File: config.mk
export PLATFORM = sky130hd
export DESIGN_NAME = rgbed_front
export DESIGN_NICKNAME = d
export VERILOG_FILES = /design/src/hw/rtl/rgbed_pkg.sv /design/src/hw/rtl/rgbed_front.sv
export SDC_FILE = /design/constraint.sdc
export NUM_CORES = 1
export LEC_CHECK = 0
export BUFFER_PORTS_ARGS = -buffer_cell sky130_fd_sc_hd__buf_2
export CORE_ASPECT_RATIO = 0.75
export CORE_MARGIN = 3
export CORE_UTILIZATION = 40
export CTS_BUF_LIST = sky130_fd_sc_hd__clkbuf_4 sky130_fd_sc_hd__clkbuf_8 sky130_fd_sc_hd__clkbuf_16
export CTS_CLUSTER_SIZE = 10
export DETAILED_ROUTE_END_ITERATION = 8
export GPL_TIMING_DRIVEN = 0
export PLACE_DENSITY = 0.61
export SLEW_MARGIN = 30
export SYNTH_ARGS = -nofsm -noshare
export SYNTH_HDL_FRONTEND = slang
export SYNTH_SLANG_ARGS = --single-unit
File: constraint.sdc
create_clock -name clk -period 5.95 [get_ports clk]
set_clock_uncertainty 0.2 [all_clocks]
set_input_delay 0.595 -clock clk [delete_from_list [all_inputs] [get_ports clk]]
set_output_delay 0.595 -clock clk [all_outputs]
set_load 0.02 [all_outputs]
File: src/hw/rtl/rgbed_pkg.sv
package rgbed_pkg;

  localparam int MAX_WIDTH_DEF = 1024;

  localparam int PIX_W   = 32;
  localparam int CFG_W   = 11;
  localparam int CHAN_W  = 8;
  localparam int SUM_W   = 17;
  localparam int VAL_W   = 10;
  localparam int ERR_W   = 8;
  localparam int ERR_Q_W = 6;
  localparam int ERR_H_W = 7;

  localparam logic [CFG_W-1:0] LINE_WIDTH_RST = CFG_W'(640);

  localparam logic [SUM_W-1:0] COEF_R     = SUM_W'(153);
  localparam logic [SUM_W-1:0] COEF_G     = SUM_W'(301);
  localparam logic [SUM_W-1:0] COEF_B     = SUM_W'(58);
  localparam int               GRAY_SHIFT = 9;

  localparam logic [CHAN_W-1:0]       LEVEL_WHITE = 8'hF0;
  localparam logic [CHAN_W-1:0]       LEVEL_BLACK = 8'h00;
  localparam logic signed [VAL_W-1:0] VAL_HIGH    = 10'sh0F0;
  localparam logic signed [VAL_W-1:0] VAL_LOW     = 10'sh010;
  localparam int                      MSB_BIT     = 7;

  typedef struct packed {
    logic use_cur;
    logic use_next;
    logic use_left;
  } err_sel_t;

  function automatic logic [CHAN_W-1:0] gray_of(input logic [PIX_W-1:0] px);
    logic [SUM_W-1:0] sum;
    sum = SUM_W'(px[23:16]) * COEF_R
        + SUM_W'(px[15:8])  * COEF_G
        + SUM_W'(px[7:0])   * COEF_B;
    return sum[SUM_W-1:GRAY_SHIFT];
  endfunction

endpackage

File: src/hw/rtl/rgbed_front.sv
module rgbed_front #(
  parameter int MAX_WIDTH = rgbed_pkg::MAX_WIDTH_DEF,
  parameter int CW        = $clog2(rgbed_pkg::MAX_WIDTH_DEF)
) (
  input  logic                               clk,
  input  logic                               rst_n,
  input  logic                               in_valid,
  input  logic [rgbed_pkg::PIX_W-1:0]        in_pixel,
  input  logic                               in_frame_start,
  output logic                               in_ready,
  input  logic                               cfg_we,
  input  logic [rgbed_pkg::CFG_W-1:0]        cfg_wdata,
  input  logic                               s1_adv,
  output logic                               s1_valid,
  output logic [rgbed_pkg::CHAN_W-1:0]       s1_gray,
  output logic [rgbed_pkg::CHAN_W-1:0]       s1_alpha,
  output logic [CW-1:0]                      s1_col,
  output rgbed_pkg::err_sel_t                s1_sel,
  output logic                               ram_re,
  output logic [CW-1:0]                      ram_ra0,
  output logic [CW-1:0]                      ram_ra1
);

  localparam int WW = CW + 1;

  logic [rgbed_pkg::CFG_W-1:0]  line_width_r;
  logic [CW-1:0]                col_r;
  logic [CW-1:0]                col_nxt;
  logic                         first_row_r;
  logic                         first_row_nxt;
  logic                         s1_valid_r;
  logic [rgbed_pkg::CHAN_W-1:0] s1_gray_r;
  logic [rgbed_pkg::CHAN_W-1:0] s1_alpha_r;
  logic [CW-1:0]                s1_col_r;
  rgbed_pkg::err_sel_t          s1_sel_r;
  rgbed_pkg::err_sel_t          sel_nxt;

  logic          accept;
  logic          over;
  logic [WW-1:0] w_eff;
  logic [CW-1:0] col_cur;
  logic          first_cur;
  logic [WW-1:0] col_plus;
  logic          last;

  assign in_ready = !s1_valid_r || s1_adv;
  assign accept   = in_valid && in_ready;

  always_comb begin
    over = 32'(line_width_r) > 32'(MAX_WIDTH);
    if (line_width_r == '0) begin
      w_eff = WW'(1);
    end else if (over) begin
      w_eff = WW'(MAX_WIDTH);
    end else begin
      w_eff = WW'(line_width_r);
    end

    col_cur   = in_frame_start ? '0 : col_r;
    first_cur = in_frame_start || first_row_r;
    col_plus  = {1'b0, col_cur} + WW'(1);
    last      = col_plus >= w_eff;

    col_nxt       = last ? '0 : col_plus[CW-1:0];
    first_row_nxt = last ? 1'b0 : first_cur;

    sel_nxt.use_cur  = !first_cur;
    sel_nxt.use_next = !first_cur && !last;
    sel_nxt.use_left = !first_cur && (col_cur != '0);
  end

  assign ram_re  = accept;
  assign ram_ra0 = col_cur;
  assign ram_ra1 = last ? '0 : col_plus[CW-1:0];

  always_ff @(posedge clk) begin
    if (!rst_n) begin
      line_width_r <= rgbed_pkg::LINE_WIDTH_RST;
      col_r        <= '0;
      first_row_r  <= 1'b1;
      s1_valid_r   <= 1'b0;
    end else begin
      if (cfg_we) begin
        line_width_r <= cfg_wdata;
      end
      if (accept) begin
        col_r       <= col_nxt;
        first_row_r <= first_row_nxt;
        s1_valid_r  <= 1'b1;
      end else if (s1_adv) begin
        s1_valid_r <= 1'b0;
      end
    end
  end

  always_ff @(posedge clk) begin
    if (accept) begin
      s1_gray_r  <= rgbed_pkg::gray_of(in_pixel);
      s1_alpha_r <= in_pixel[31:24];
      s1_col_r   <= col_cur;
      s1_sel_r   <= sel_nxt;
    end
  end

  assign s1_valid = s1_valid_r;
  assign s1_gray  = s1_gray_r;
  assign s1_alpha = s1_alpha_r;
  assign s1_col   = s1_col_r;
  assign s1_sel   = s1_sel_r;

  a_frame_start_clean: assert property (@(posedge clk) disable iff (!rst_n)
    accept && in_frame_start |=> s1_col_r == '0 && s1_sel_r == '0)
    else $error("frame start pixel picked up error terms");

  a_stall_holds: assert property (@(posedge clk) disable iff (!rst_n)
    s1_valid_r && !s1_adv |=> s1_valid_r && $stable(s1_col_r) && $stable(s1_gray_r))
    else $error("stalled pixel changed");

  a_left_in_row: assert property (@(posedge clk) disable iff (!rst_n)
    s1_valid_r && s1_sel_r.use_left |-> s1_sel_r.use_cur && s1_col_r != '0)
    else $error("left term outside a later row");

  a_row_wrap: assert property (@(posedge clk) disable iff (!rst_n)
    accept && last |=> col_r == '0 && !first_row_r)
    else $error("row end did not wrap column");

endmodule

==> metrics.yaml <==
status: "finished clean"
avgSynthCellArea_um2: 9.892
cts.sinks: 52
fillers: 1330
synth_common_cells: "inv_1 (165), ha_1 (109), fa_1 (64)"
synthDistinctLibCells: 44
htree_levels: 2
r2r_slack_ns: 2.24
r2r-start: "col_r[4]"
hold_viol: 0
tns_ns: 0
ant_nets: 0
port_buffers: 100
rsz0062_at_grt: "true"
dieArea_um2: 16270
syn_inst: 597
synthAdderAreaFrac_pct: 44.79
crit_family: "adder cells"
cts_tree: "built"
yosysMostFrequentCell: "inv_1"
cp_slowest_cell: "fa_1"
antenna_cells: 0
wl_per_cell_um: 14.50
grt_usage_pct: 16.62
grt_start_max_net_pins: 37
grt_pass1_vias: 4459
drv_slew: 0
synth-simple-area-share_pct: 9.110
critical_path_arrival_ns: 5.78
drive_gt1_share_pct: 25.45
clk_latency_ns: 0.29
dr.pass1.iters: 4
cts_hold_buffers: 0
timing.final.crit_share_pct: 99.88
startpoint: "in_pixel[3]"
utilization_pct: 51.58
synthMuxAreaShare_pct: 1.864
synthToLayoutAreaGrowth_pct: 22.92
critPathBufInv: 8
synthXorXnorAreaFrac_pct: 3.263
ys_seq_area_share_pct: 22.54
chipWidth_um: 146.3
grt_use_met3_pct: 2.983
whs_ns: 0.2706
grt_util_met1_pct: 25.78
ioPinCount: 101
clockBufferDepth: 2
rows: 37
die_h_um: 111.2
post-route-min-period_ns: 5.943
max_freq_ghz: 0.1683
cts.reportedPaths.clkPinSlew_ns: 0.07
end_kind: "register"
path_max_fanout: 6
routed_wl_um: 13190
relSlewSlack_pct: 52.93
holdCritStartpoint: "col_r[2]"
hpwl_um: 11350
synthTopCellsByArea: "ha_1 (23%), fa_1 (22%), edfxtp_1 (15%)"
ys.flop_type: "edfxtp_1"
vias: 4269
cts_buffers: 5
antenna_found_initial: 0
overflow: 0
slowest_delay_ns: 0.54
drc: 0
synth_compound_area_share_pct: 7.542
use_met2_pct: 25.25
crit_top_cell: "fa_1"
async_reset_ff_share_pct: 0
cts_root_buf: "clkbuf_16"
synth-edff-count: 29
initial_core_util_pct: 41.96
hold_depth: 2
placed_cell_area_um2: 6782
cp.required_ns: 5.79
synth.net_count: 819
synth.top_cell.area_share_pct: 23.09
grt-busiest-layer: "met1"
synth_seq_cells: 52
drv_cap: 0
worst_pin_slew_ns: 0.7061
core_um2: 14070
drtIter0Drc: 171
synth_top_family_by_area: "adder cells"
synth_largest_area_cell: "ha_1"
routabilityCongestion: 0.9041
final_nets: 936
avgViaCountPerCell: 4.691
hold_class: "reg -> reg"
r2r_cells: 12
grt_pass1_wl_um: 22250
postLayoutCellArea_um2: 7259
ys_warn_count: 0
synth_area_um2: 5906
setup_violations: 0
worst-path-stages: 26
crit_type: "in -> reg"
start_kind: "input port"
==> worst min-delay path: stages (launching register included) <==
cell and delay, ns:
dfxtp_1 0.32, nand2_1 0.06, a21oi_1 0.05
==> final timing paths <==
path | end
hold reg to reg | col_r[2]
setup / recovery | s1_gray[7]
hold / removal | col_r[2]
setup reg to reg | col_r[9]
==> state kept, by name, indices dropped and copies added (netlist names) <==
register / flops
s1_valid: 1
line_width_r: 11
first_row_r: 1
s1_gray: 8
col_r: 10
s1_alpha: 8
s1_col: 10
s1_sel: 3
==> per-layer routing <==
layer  wire length [um]  part of all wire (%)
met1               6850                    52
met2               5722                    43
met3                588                   4.5
met4                 31                  0.23
met5                  0                     0
==> area by class of cell <==
| class | count | area (um2) | area share (%) |
|---|---|---|---|
| Multi-Input combinational cell | 374 | 4279 | 58.95 |
| Sequential cell | 52 | 1331 | 18.34 |
| Inverter | 166 | 626.9 | 8.635 |
| Timing Repair Buffer | 110 | 609.3 | 8.394 |
| Tap cell | 195 | 244.0 | 3.361 |
| Clock buffer | 6 | 132.6 | 1.827 |
| Buffer | 5 | 20.02 | 0.2758 |
| Clock inverter | 2 | 16.27 | 0.2241 |
==> cells by family (layout without fill, tap and decap cells) <==
family,count (synthesis),after routing
compound gates,64,64
simple gates,104,104
flops,52,52
fa+ha+maj,173,173
xor+xnor,22,22
buf+inv,171,289
mux,11,11
==> layout by cell type (no fill, tap or decap), types with 3 or more instances in the layout <==
cell type,count
and3_1,7
nor2_2,3
clkbuf_1,3
nand2_1,23
buf_4,8
ha_1,96
dfxtp_1,23
buf_6,3
nor4_1,3
o211ai_1,3
mux2i_1,11
nand2b_1,5
and2_1,3
a22o_1,7
inv_1,150
clkbuf_16,5
buf_2,98
inv_2,14
ha_4,11
nor3_1,5
edfxtp_1,29
xnor2_1,6
fa_1,61
a21oi_1,12
nand3_1,7
o21ai_0,5
xnor2_2,6
nor2b_1,24
nor2_1,13
xor2_1,9
a21o_1,6
o21a_1,4
fa_2,3
==> what timing repair did <==
action                     in CTS  in global routing
setup endpoints to repair       8                  6
gates resized for setup        37                 24
pin swaps                      32                 38
buffers inserted                6                  4
==> per-stage QoR <==
step,std cells,setup WS (ns)
6_report,910,0.007427
5_1_grt,910,-0.2459
2_1_floorplan,597,-0.01948
4_1_cts,906,-0.08139
3_5_place_dp,892,-0.8400
3_3_place_gp,892,-0.8000
Power is left out: the tool's default activity adds up to more than one toggle a clock period on the data nets, which glitch-free logic cannot reach.
