--- config.mk ---
export PLATFORM = sky130hd
export DESIGN_NAME = rgbed_back
export DESIGN_NICKNAME = d
export VERILOG_FILES = /design/src/hw/rtl/rgbed_pkg.sv /design/src/hw/rtl/rgbed_back.sv
export SDC_FILE = /design/constraint.sdc
export NUM_CORES = 1
export LEC_CHECK = 0
export BUFFER_PORTS_ARGS = -buffer_cell sky130_fd_sc_hd__buf_2
export CAP_MARGIN = 20
export CELL_PAD_IN_SITES_DETAIL_PLACEMENT = 1
export CELL_PAD_IN_SITES_GLOBAL_PLACEMENT = 1
export CORE_MARGIN = 3
export CORE_UTILIZATION = 40
export DETAILED_ROUTE_END_ITERATION = 8
export PLACE_DENSITY = 0.92
export SLEW_MARGIN = 20
export SYNTH_ARGS = -nofsm -noshare
export SYNTH_HDL_FRONTEND = slang
export SYNTH_SLANG_ARGS = --single-unit
export TNS_END_PERCENT = 20
--- constraint.sdc ---
create_clock -name clk -period 12.02 [get_ports clk]
set_clock_uncertainty 0.1 [all_clocks]
set_input_delay 0 -clock clk [delete_from_list [all_inputs] [get_ports clk]]
set_output_delay 0 -clock clk [all_outputs]
set_load 0.1 [all_outputs]
--- src/hw/rtl/rgbed_pkg.sv ---
package rgbed_pkg;

  localparam int MAX_WIDTH_DEF = 1024;

  localparam int PIX_W   = 32;
  localparam int CFG_W   = 11;
  localparam int CHAN_W  = 8;
  localparam int SUM_W   = 17;
  localparam int VAL_W   = 10;
  localparam int ERR_W   = 8;
  localparam int ERR_Q_W = 6;
  localparam int ERR_H_W = 7;

  localparam logic [CFG_W-1:0] LINE_WIDTH_RST = CFG_W'(640);

  localparam logic [SUM_W-1:0] COEF_R     = SUM_W'(153);
  localparam logic [SUM_W-1:0] COEF_G     = SUM_W'(301);
  localparam logic [SUM_W-1:0] COEF_B     = SUM_W'(58);
  localparam int               GRAY_SHIFT = 9;

  localparam logic [CHAN_W-1:0]       LEVEL_WHITE = 8'hF0;
  localparam logic [CHAN_W-1:0]       LEVEL_BLACK = 8'h00;
  localparam logic signed [VAL_W-1:0] VAL_HIGH    = 10'sh0F0;
  localparam logic signed [VAL_W-1:0] VAL_LOW     = 10'sh010;
  localparam int                      MSB_BIT     = 7;

  typedef struct packed {
    logic use_cur;
    logic use_next;
    logic use_left;
  } err_sel_t;

  function automatic logic [CHAN_W-1:0] gray_of(input logic [PIX_W-1:0] px);
    logic [SUM_W-1:0] sum;
    sum = SUM_W'(px[23:16]) * COEF_R
        + SUM_W'(px[15:8])  * COEF_G
        + SUM_W'(px[7:0])   * COEF_B;
    return sum[SUM_W-1:GRAY_SHIFT];
  endfunction

endpackage

--- src/hw/rtl/rgbed_back.sv ---
module rgbed_back #(
  parameter int CW = $clog2(rgbed_pkg::MAX_WIDTH_DEF)
) (
  input  logic                                  clk,
  input  logic                                  rst_n,
  input  logic                                  s1_valid,
  input  logic [rgbed_pkg::CHAN_W-1:0]          s1_gray,
  input  logic [rgbed_pkg::CHAN_W-1:0]          s1_alpha,
  input  logic [CW-1:0]                         s1_col,
  input  rgbed_pkg::err_sel_t                   s1_sel,
  input  logic signed [rgbed_pkg::ERR_Q_W-1:0]  rd0,
  input  logic signed [rgbed_pkg::ERR_Q_W-1:0]  rd1,
  output logic                                  s1_adv,
  output logic                                  ram_we,
  output logic [CW-1:0]                         ram_wa,
  output logic signed [rgbed_pkg::ERR_Q_W-1:0]  ram_wd,
  output logic                                  out_valid,
  input  logic                                  out_ready,
  output logic [rgbed_pkg::PIX_W-1:0]           out_pixel
);

  logic signed [rgbed_pkg::ERR_H_W-1:0] left_r;
  logic signed [rgbed_pkg::ERR_H_W-1:0] left_nxt;
  logic                                 out_valid_r;
  logic [rgbed_pkg::PIX_W-1:0]          out_pixel_r;

  logic signed [rgbed_pkg::VAL_W-1:0] val;
  logic signed [rgbed_pkg::VAL_W-1:0] diff;
  logic signed [rgbed_pkg::ERR_W-1:0] err;
  logic [rgbed_pkg::CHAN_W-1:0]       q;
  logic signed [rgbed_pkg::ERR_Q_W-1:0] quarter;

  always_comb begin
    val = $signed({2'b00, s1_gray});
    if (s1_sel.use_cur) begin
      val = val + rgbed_pkg::VAL_W'(rd0);
    end
    if (s1_sel.use_next) begin
      val = val + rgbed_pkg::VAL_W'(rd1);
    end
    if (s1_sel.use_left) begin
      val = val + rgbed_pkg::VAL_W'(left_r);
    end

    q    = rgbed_pkg::LEVEL_BLACK;
    diff = '0;
    if (val >= rgbed_pkg::VAL_HIGH) begin
      q = rgbed_pkg::LEVEL_WHITE;
    end else if (val > rgbed_pkg::VAL_LOW) begin
      q    = val[rgbed_pkg::MSB_BIT] ? rgbed_pkg::LEVEL_WHITE : rgbed_pkg::LEVEL_BLACK;
      diff = val - $signed({2'b00, q});
    end
    err      = diff[rgbed_pkg::ERR_W-1:0];
    quarter  = rgbed_pkg::ERR_Q_W'(err >>> 2);
    left_nxt = rgbed_pkg::ERR_H_W'(err >>> 1);
  end

  assign s1_adv = !out_valid_r || out_ready;
  assign ram_we = s1_valid && s1_adv;
  assign ram_wa = s1_col;
  assign ram_wd = quarter;

  always_ff @(posedge clk) begin
    if (!rst_n) begin
      out_valid_r <= 1'b0;
      left_r      <= '0;
    end else begin
      if (s1_valid && s1_adv) begin
        out_valid_r <= 1'b1;
        left_r      <= left_nxt;
      end else if (out_ready) begin
        out_valid_r <= 1'b0;
      end
    end
  end

  always_ff @(posedge clk) begin
    if (s1_valid && s1_adv) begin
      out_pixel_r <= {s1_alpha, q, q, q};
    end
  end

  assign out_valid = out_valid_r;
  assign out_pixel = out_pixel_r;

endmodule

==> summary.md <==
| Metric | Value |
|---|---|
| Crit end category | `output pin` |
| CTS tree | `built` |
| Pwr/cell area | `193 nW/um2` |
| Postcts setup bufs | `0` |
| Core region area | `6830 um2` |
| CTS Buffer Depth | `2` |
| Netlist cell types | `74` |
| Initial DRC count | `106` |
| # H-tree levels | `1` |
| Fin. Hold Viols | `0` |
| Synth top area cells | `ha_1 15%, buf_4 11%, edfxtp_1 9.6%, dfxtp_1 5.7%, mux2_2 4.4%` |
| Slew HR | `33.7%` |
| Die width | `90.1 um` |
| Top-level I/O count | `96` |
| GRT Util Overall | `20.1%` |
| Worst Setup Slack, final | `6.30 ns` |
| Most frequent cell after synthesis | `buf_4` |
| RSZ-0062 raised after global routing | `no` |
| Die Span Y | `90.1 um` |
| Critical Path Start Type | `input pin` |
| Area after DPL | `2980 um2` |
| Setup crit end | `ram_wd[1]` |
| Period utilisation layout | `47.6%` |
| Vias in the first global route | `2788` |
| Worst slack, placed | `6.40 ns` |
| Worst slew pin tran | `0.992 ns` |
| Clk_lat worst skew | `0.26 ns` |
| Req. time, crit path | `11.92 ns` |
| Cell leakage power | `0.00148 uW` |
| Worst reg2reg startpoint | `left_r[0]$_SDFFE_PN0P_` |
| Fin crit period | `5.72 ns` |
| Setup TNS | `0 ns` |
| Drt pass-1 iters | `4` |
| DRT met1 WL | `3220 um` |
| Setup CP Type | `in -> out` |
| Warnings from Yosys | `0` |
| EDFF count, synth | `9` |
| Final wirelength | `8380 um` |
| Die area | `8120 um2` |
| Setup slack, reg-to-reg | `8.34 ns` |
| Share of the synthesized area in the top cell type | `15.0%` |
| Wire length on met3 | `235 um` |
| Post-synthesis register bit count | `17` |
| Vias/cell | `5.41` |
| Metal2 WL | `4680 um` |
| DR top layer | `met4` |
| Prevailing post-synth register cell | `edfxtp_1` |
| Root Driver | `clkbuf_8` |
| Syn Area/Cell | `8.39 um2` |
| Largest net degree at the start of global routing | `24` |
| CP Launch Point | `s1_gray[0]` |
| Antenna Cells | `0` |
| Final core occ | `47.2%` |
| Initial antenna violation count | `0` |
| CTS Buf Count | `3` |
| Worst EP arrival | `5.62 ns` |
| Post-synth ARST share | `0%` |
| Post-Syn Area | `2830 um2` |
| Synth top cells by count | `40 x buf_4, 34 x ha_1, 29 x nor2_1` |
| Via count | `2628` |
| GP Congestion | `0.882` |
| Clock transition at path regs | `0.07 ns` |
| Initial core utilization | `41.4%` |
| Peak Freq | `175 MHz` |
| Max-Cap Viols | `0` |
| Peak VDD IR | `0.0567 mV` |
| Routed wire per std cell | `17.2 um` |
| First-pass GRT wire length | `13700 um` |
| Crit-path max FO | `13` |
| DP HPWL | `6240 um` |
| Register area share after synthesis | `15.2%` |
| Share of cells above drive strength 1 | `25.9%` |
| Worst hold path type | `in -> reg` |
| Post-route DRC | `0` |
| Layout area overhead | `14.0%` |
| Worst r2r path cells | `16` |
| Fin nets | `474` |
| Capture point of the worst reg-to-reg path | `left_r[0]$_SDFFE_PN0P_` |
| Fin area | `3230 um2` |
| Synth area leader | `ha_1` |
| Status | `completed` |
| Final Max Slew Viols | `0` |
| PortBufs | `63` |
| Grt total ovfl | `0` |
| Cell Rows | `30` |
| Setup violations, final | `0` |
| Post-Syn Instances | `337` |
| Post-DRT Antenna Nets | `0` |
| Clk sinks | `17` |
-- where the power goes --
| part | internal (uW) | switching [uW] |
|---|---|---|
| clock | 23.0 | 21.0 |
| sequential | 68.8 | 6.54 |
| combinational | 127 | 375 |
| total | 219 | 402 |
-- state kept, by name (all words and copies together), names as in the netlist --
name / count
out_pixel: 9
left_r: 7
out_valid: 1
-- critical path, cell delays in order --
cell and delay, ns:
buf_2 0.10, ha_1 0.24, fa_1 0.42, a21oi_2 0.22, nor4b_1 0.09, a311oi_2 0.28
inv_1 0.08, ha_1 0.33, nand3_1 0.13, o22ai_1 0.12, a31o_2 0.29, a211oi_4 0.25
ha_1 0.31, and2_1 0.17, a31oi_1 0.21, nor2b_1 0.21, xnor2_1 0.13, nor2_1 0.08
or2_2 0.30, ha_1 0.22, and3_1 0.14, nand4_1 0.10, a2bb2oi_2 0.19, nand3_2 0.26
nor2_1 0.24, buf_2 0.48
-- placed cells by master (no fill, tap or decap), types with 2 or more instances in the layout --
master,Yosys,routed
buf_2,0,63
ha_1,34,34
nor2_1,29,29
nand2_1,23,23
inv_1,20,20
dlygate4sd3_1,0,20
a21oi_1,15,15
xnor2_1,12,12
conb_1,1,12
mux2_2,11,11
edfxtp_1,9,9
o21ai_0,8,8
nand2b_1,8,8
nand3_1,8,8
dfxtp_1,8,8
a21o_1,6,6
o21a_1,5,5
o31ai_1,5,5
o21bai_1,4,4
nor2b_1,4,4
nor3_1,4,4
and2_1,4,4
o31ai_2,4,4
fa_1,4,4
a211oi_1,3,3
nand3b_1,3,3
or3_1,3,3
a31oi_1,3,3
clkbuf_8,0,3
a211o_1,2,2
or2_2,2,2
a211oi_2,2,2
xor2_1,2,2
o22ai_1,2,2
nor4b_1,2,2
a31o_2,2,2
nand4_1,2,2
o221ai_1,2,2
mux2i_1,2,2
-- metrics by stage --
stage	power (uW)	cells	hold WS [ns]
CTS	618	486	0.134
floorplan	525	348	-0.00113
global route	657	486	0.156
detailed placement	555	462	-0.0993
finish	621	486	0.125
global placement	536	462	-0.0993
-- worst min-delay path by stage --
stage	from	to	slack [ns]	cells past startpoint
after floorplan	s1_alpha[0]	out_pixel[24]$_DFFE_PP_	-0.001	0
after global placement	s1_col[0]	ram_wa[0]	-0.1	0
after detailed placement	s1_col[0]	ram_wa[0]	-0.1	0
after CTS	rst_n	left_r[4]$_SDFFE_PN0P_	0.13	3
after global routing	rst_n	left_r[2]$_SDFFE_PN0P_	0.16	3
final	rst_n	left_r[4]$_SDFFE_PN0P_	0.13	3
-- kinds of logic after synthesis --
kind of cell / count (synthesis) / share of synthesized area (%)
AOI/OAI and AO/OA: 85 / 24.0
buffers and inverters: 67 / 14.5
adders and majority gates: 38 / 17.9
and+or+nand+nor: 100 / 17.8
muxes: 14 / 5.62
xor gates and xnor gates: 15 / 4.91
DFF: 17 / 15.2
other: 1 / 0.133
-- per-layer routing --
layer / vias to the layer above / global-route usage, %
met2: 73 / 40.5
met1: 1264 / 21.3
met4: 0 / 7.02
li1: 1272 / -
met3: 19 / 2.01
met5: - / 0
-- cell type report --
| cell class | instances | area, um2 |
|---|---|---|
| fill | 859 | 3610 |
| tap | 96 | 120 |
| clock buffer | 3 | 41.3 |
| clock inverter | 1 | 5.00 |
| inverter | 22 | 82.6 |
| timing repair buffer | 83 | 515 |
| sequential | 17 | 430 |
| multi-input combinational | 264 | 2030 |
-- repair_timing --
action / in CTS / in global routing
endpoints found under the hold margin: 19 / 0
hold buffers: 20 / 0
resized for setup: 0 / 0
Power figures use the tool's default switching activity.
